===== src/hdl/spq_pkg.sv =====
// shared types and constants for the sorted minimum priority queue
`timescale 1ns / 1ps
`default_nettype none

package spq_pkg;

    // width of one stored value
    localparam int unsigned VALUE_W = 32;

    // width of the occupancy field
    localparam int unsigned OCC_W = 7;

    // operation codes carried on s_tuser
    localparam logic OP_INSERT = 1'b0;
    localparam logic OP_REMOVE = 1'b1;

    // result status codes
    localparam logic [1:0] ST_DONE      = 2'd0;
    localparam logic [1:0] ST_OVERFLOW  = 2'd1;
    localparam logic [1:0] ST_UNDERFLOW = 2'd2;

    // command broadcast to every cell of the chain
    typedef struct packed {
        logic                       ins;
        logic                       rem;
        logic signed [VALUE_W-1:0]  value;
    } cell_ctrl_t;

endpackage

`default_nettype wire


===== src/hdl/spq_cell.sv =====
// one storage cell of the sorted chain, smallest value sits in cell 0
`timescale 1ns / 1ps
`default_nettype none

module spq_cell #(
    parameter int unsigned INDEX = 0,
    parameter int unsigned CNT_W = 7
) (
    input  wire                                   aclk,
    input  wire spq_pkg::cell_ctrl_t              ctrl,
    input  wire        [CNT_W-1:0]                count,
    input  wire                                   prev_less,
    input  wire signed [spq_pkg::VALUE_W-1:0]     prev_entry,
    input  wire signed [spq_pkg::VALUE_W-1:0]     next_entry,
    output logic                                  less,
    output logic signed [spq_pkg::VALUE_W-1:0]   entry
);

    logic signed [spq_pkg::VALUE_W-1:0] entry_reg;
    logic signed [spq_pkg::VALUE_W-1:0] entry_next;
    logic                               occupied;

    // cell holds a live entry smaller than the incoming value
    assign occupied = (CNT_W'(INDEX) < count);
    assign less     = occupied && (entry_reg < ctrl.value);
    assign entry    = entry_reg;

    // keep, take the new value, or shift from a neighbor
    always_comb begin
        entry_next = entry_reg;
        if (ctrl.ins) begin
            if (less) begin
                entry_next = entry_reg;
            end else if (prev_less) begin
                entry_next = ctrl.value;
            end else begin
                entry_next = prev_entry;
            end
        end else if (ctrl.rem) begin
            entry_next = next_entry;
        end
    end

    // payload register, no reset
    always_ff @(posedge aclk) begin
        entry_reg <= entry_next;
    end

endmodule

`default_nettype wire


===== config.mk =====
export PLATFORM = sky130hd
export DESIGN_NAME = spq_cell
export DESIGN_NICKNAME = d
export VERILOG_FILES = /design/src/hdl/spq_pkg.sv /design/src/hdl/spq_cell.sv
export SDC_FILE = /design/constraint.sdc
export NUM_CORES = 1
export LEC_CHECK = 0
export ABC_CLOCK_PERIOD_IN_PS = 5200
export BUFFER_PORTS_ARGS = -buffer_cell sky130_fd_sc_hd__buf_2
export CAP_MARGIN = 10
export CORE_AREA = 2 2 75 77
export DETAILED_ROUTE_END_ITERATION = 8
export DIE_AREA = 0 0 77 79
export PLACE_DENSITY_LB_ADDON = 0.08
export SETUP_SLACK_MARGIN = 0.02
export SLEW_MARGIN = 25
export SYNTH_ARGS = -nofsm -noshare
export SYNTH_HDL_FRONTEND = slang
export SYNTH_SLANG_ARGS = --single-unit

===== constraint.sdc =====
create_clock -name aclk -period 5.2 [get_ports aclk]
set_input_delay 0.78 -clock aclk [delete_from_list [all_inputs] [get_ports aclk]]
set_output_delay 0.78 -clock aclk [all_outputs]
set_load 0.05 [all_outputs]

Word level (Yosys, flattened, before mapping)

Cells that the tools add are included.

Bits in registers: 32
Bits of input ports: 107
Output and inout port bits: 33
Word-level logic and storage cells: 11

$lt $le $gt $ge: 2
Eq/ne operators: 1
Mux-type cells: 4
Reductions and logical operators: 3

Operators with widths:

| kind                                                                        | count |
|---|---|
| 32-bit two-way mux                                                          | 4 |
| 32-bit less-than comparator                                                 | 1 |
| 1-bit by 7-bit less-than comparator with 1-bit output, first input constant | 1 |
| 2-bit inequality test, second input constant                                | 1 |
| 2-bit AND reduction                                                         | 1 |
| 2-bit nonzero test                                                          | 1 |
| 1-bit logical AND                                                           | 1 |

Logic depth before layout (Yosys ltp)

Word-level depth: 4
Gate-level depth with buffers: 8
Depth with buffers taken out: 8

Worst setup path before layout

Ideal clock, no wire load.

Kind: input port to flip-flop
Start point: input port ctrl[7] (netlist bit)
End point: register entry_reg (netlist bit entry[0]) (enable)
Setup time: 0.421 ns
Arrival time: 3.343 ns
Data required time: 4.779 ns
Slack: 1.436 ns
Stages on the path: 7
Buffers on the path: 0
Cell sequence: inv_1 -> ha_1 -> nand4_1 -> o311a_1 -> o41ai_2 -> a211oi_1 -> nor2_1

Cells in the longest elaborated chain, start to end: 4

Ends and longest elaborated chain:

| item                            | line           | source |
|---|---|---|
| start, declared                 | spq_cell.sv:10 | `input wire spq_pkg::cell_ctrl_t ctrl,` |
| 32-bit less-than comparator     | spq_cell.sv:25 | `assign less = occupied && (entry_reg < ctrl.value);` |
| 1-bit logical AND               | spq_cell.sv:25 |  |
| 2-bit inequality test (no line) | -              |  |
| 2-bit AND reduction (no line)   | -              |  |
| end signal, assigned            | spq_cell.sv:46 | `entry_reg <= entry_next;` |
| end, declared                   | spq_cell.sv:19 | `logic signed [spq_pkg::VALUE_W-1:0] entry_reg;` |

Every way passes these cells.
A chain may end at the register's enable or synchronous reset.

Worst setup path in the final report

Start point: input port ctrl[2] (netlist bit)
End point: output port less

Cells in the longest elaborated chain, start to end: 2

Ends and longest elaborated chain:

| item                        | line           | source |
|---|---|---|
| 32-bit less-than comparator | spq_cell.sv:25 |  |
| 1-bit logical AND           | spq_cell.sv:25 |  |
| end, declared               | spq_cell.sv:15 | `output logic less,` |

Every way passes these cells.

==> out/metrics.yaml <==
final_util_pct: 61.4
vias: 2308
post_cts_buffers: 0
h-tree-depth: 2
insertion_delay_ps: 280
largest_register_ffs: 32
skew_ps: 4.48
finalCriticalPeriod_ps: 3420
final_area_mm2: 0.00328
gp_congestion: 0.759
tightest_slew_ps: 958
rr_endpoint: "entry[14]"
power_density_mw_per_mm2: 286
ant_nets: 0
worstHoldPathCells: 3
maxCapViolCount: 0
antenna_found_initial: 0
io_buffers: 139
cts_hold_buf: 0
power_mw: 0.937
coreArea_mm2: 0.00534
synth-edff-count: 32
die_w_um: 77
hpwlAfterDp_um: 4560
cts_buffers: 5
synth_warnings: 0
cts_root_buf: "clkbuf_8"
p_sw_share_pct: 40.7
wirelength_um: 5900
fin_crit_sh_pct: 65.7
grt-ovfl-total: 0
critical_path.max_stage_delay_ps: 290
synthTopCellsByArea: "edfxtp_1, ha_1, mux2i_1"
die_h_um: 79
arrival_ps: 2640
hp-class: "primary input to register"
pwr-share-comb_pct: 42.4
synthMostInstantiatedCell: "a21oi_1"
drive_gt1_share_pct: 36.8
rr_startpoint: "entry[7]"
seq_area_frac_synth_pct: 39.3
grt_start_max_net_pins: 68
cts_tree: "done"
dpl.cell_count: 461
num_io_pins: 140
p_switching_mw: 0.382
syn_avg_cell_area_um2: 9.37
drc: 0
cts_sinks: 32
worst_path_most_repeated_cell: "buf_2"
cp.required_ps: 4420
crit_type: "primary input to output pin"
path_clk_slew_ps: 70
grt_pass1_wl_um: 9480
crit_buf_inv: 3
synth-seq-cells: 32
dpl_cell_area_mm2: 0.00319
area_delta_synth_final_pct: 34.0
p_seq_share_pct: 38.0
start_kind: "primary input"
synthFlopType: "edfxtp_1"
holdWs_ps: 814
antenna_cells: 0
slew_viol_final: 0
grt_pass1_vias: 2201
crit_slowest_cell: "ha_1"
fin_ws_ps: 1780
num-fill-cells: 507
crit_family: "compound AO/OA/AOI/OAI gates"
finalSetupViolCount: 0
dr.pass1.iters: 6
synthCells: 261
r2r_setup_slack_ps: 2320
synth_cell_types: 25
drt_iter0_drc: 103
worstHoldStart: "next_entry[28]"
synth_top_area_cell: "edfxtp_1"
post-place-ws_ps: 1780
internal_power_mw: 0.555
start_util_pct: 45.8
synth_top_area_share_pct: 39.3
power.clock.fraction_pct: 19.6
relSlewSlack_pct: 36.1
fmax_ghz: 0.293
tns_ps: 0
irDropWorstVdd_uv: 136
synth_nets: 399
avgViaCountPerCell: 4.92
worst_r2r_path_depth: 6
nets: 534
netlist_top_cells_count: "a21oi_1, nor2_1, mux2i_1"
syn-cell-area_mm2: 0.00244
hold_end: "entry[28]"
endpoint_kind: "output pin"
status: "finished, final reports clean"
rsz0062_at_grt: "no"
crit_fanout: 2
crit_chain: "buf_2 -> inv_1 -> ha_1 -> a211o_1 -> a31oi_1 -> o311a_1 -> o41ai_2 -> a21oi_1 -> mux2i_1 -> buf_2"
hold_viol: 0
fin_cells: 469
post_drt_wl_per_cell_um: 12.6
num_rows: 27
cts_resized: 0
async_flop_share_pct: 0
cts_buffer_depth: 2
gr-usage-all-layers_pct: 19.8
leakage_nw: 1.71
die_area_mm2: 0.00608
## cell usage in the layout, fill, tap and decap left out, drive strengths merged, types with 6 or more instances in the layout
master,count
inv,32
a21oi,46
mux2i,33
buf,139
nor2,38
nand2,10
nand4,6
clkbuf,7
ha,31
edfxtp,32
## per-layer routing
metal  GRT usage (%)  wire [um]
met1            22.3       2470
met2            36.1       2930
met3            5.68        427
met4            6.43         75
met5               0          0
## power groups by stage
stage	logic [mW]	registers, mW	clock network (mW)
finish	0.397	0.356	0.184
global route	0.433	0.360	0.204
CTS	0.402	0.357	0.192
detailed placement	0.400	0.362	0
global placement	0.397	0.360	0
floorplan	0.152	0.491	0
## area by class of cell
cell class	instances	area (um^2)	share of cell area, %
multi-input combinational	186	1330	40.5
sequential	32	961	29.3
timing repair buffer	139	698	21.3
inverter	32	120	3.67
tap	72	90.1	2.75
clock buffer	7	76.3	2.33
clock inverter	1	3.75	0.115
## worst max path at each step
stage                       start   endpoint  slack (ps)  cells after the start
after global routing      ctrl[7]       less        1600                      9
final                     ctrl[2]       less        1780                     10
after global placement    ctrl[2]       less        1830                     10
after floorplan           ctrl[7]   entry[0]        1440                      7
after CTS                 ctrl[7]       less        1770                      9
after detailed placement  ctrl[7]  entry[17]        1780                      8
## tightest hold or removal path, stage by stage
cell and delay (ps):
buf_2 70, nor2_1 30, a21oi_1 100
## logic make-up (layout without fill, tap and decap cells)
group / after synthesis / in the layout / synth area share, %
DFF: 32 / 32 / 39.3
AOI/OAI and AO/OA: 60 / 60 / 13.9
muxes: 33 / 33 / 13.5
adders and majority gates: 31 / 31 / 15.9
buffers and inverters: 43 / 179 / 6.76
and+or+nand+nor: 62 / 62 / 10.7
Power figures use the tool's default switching activity.
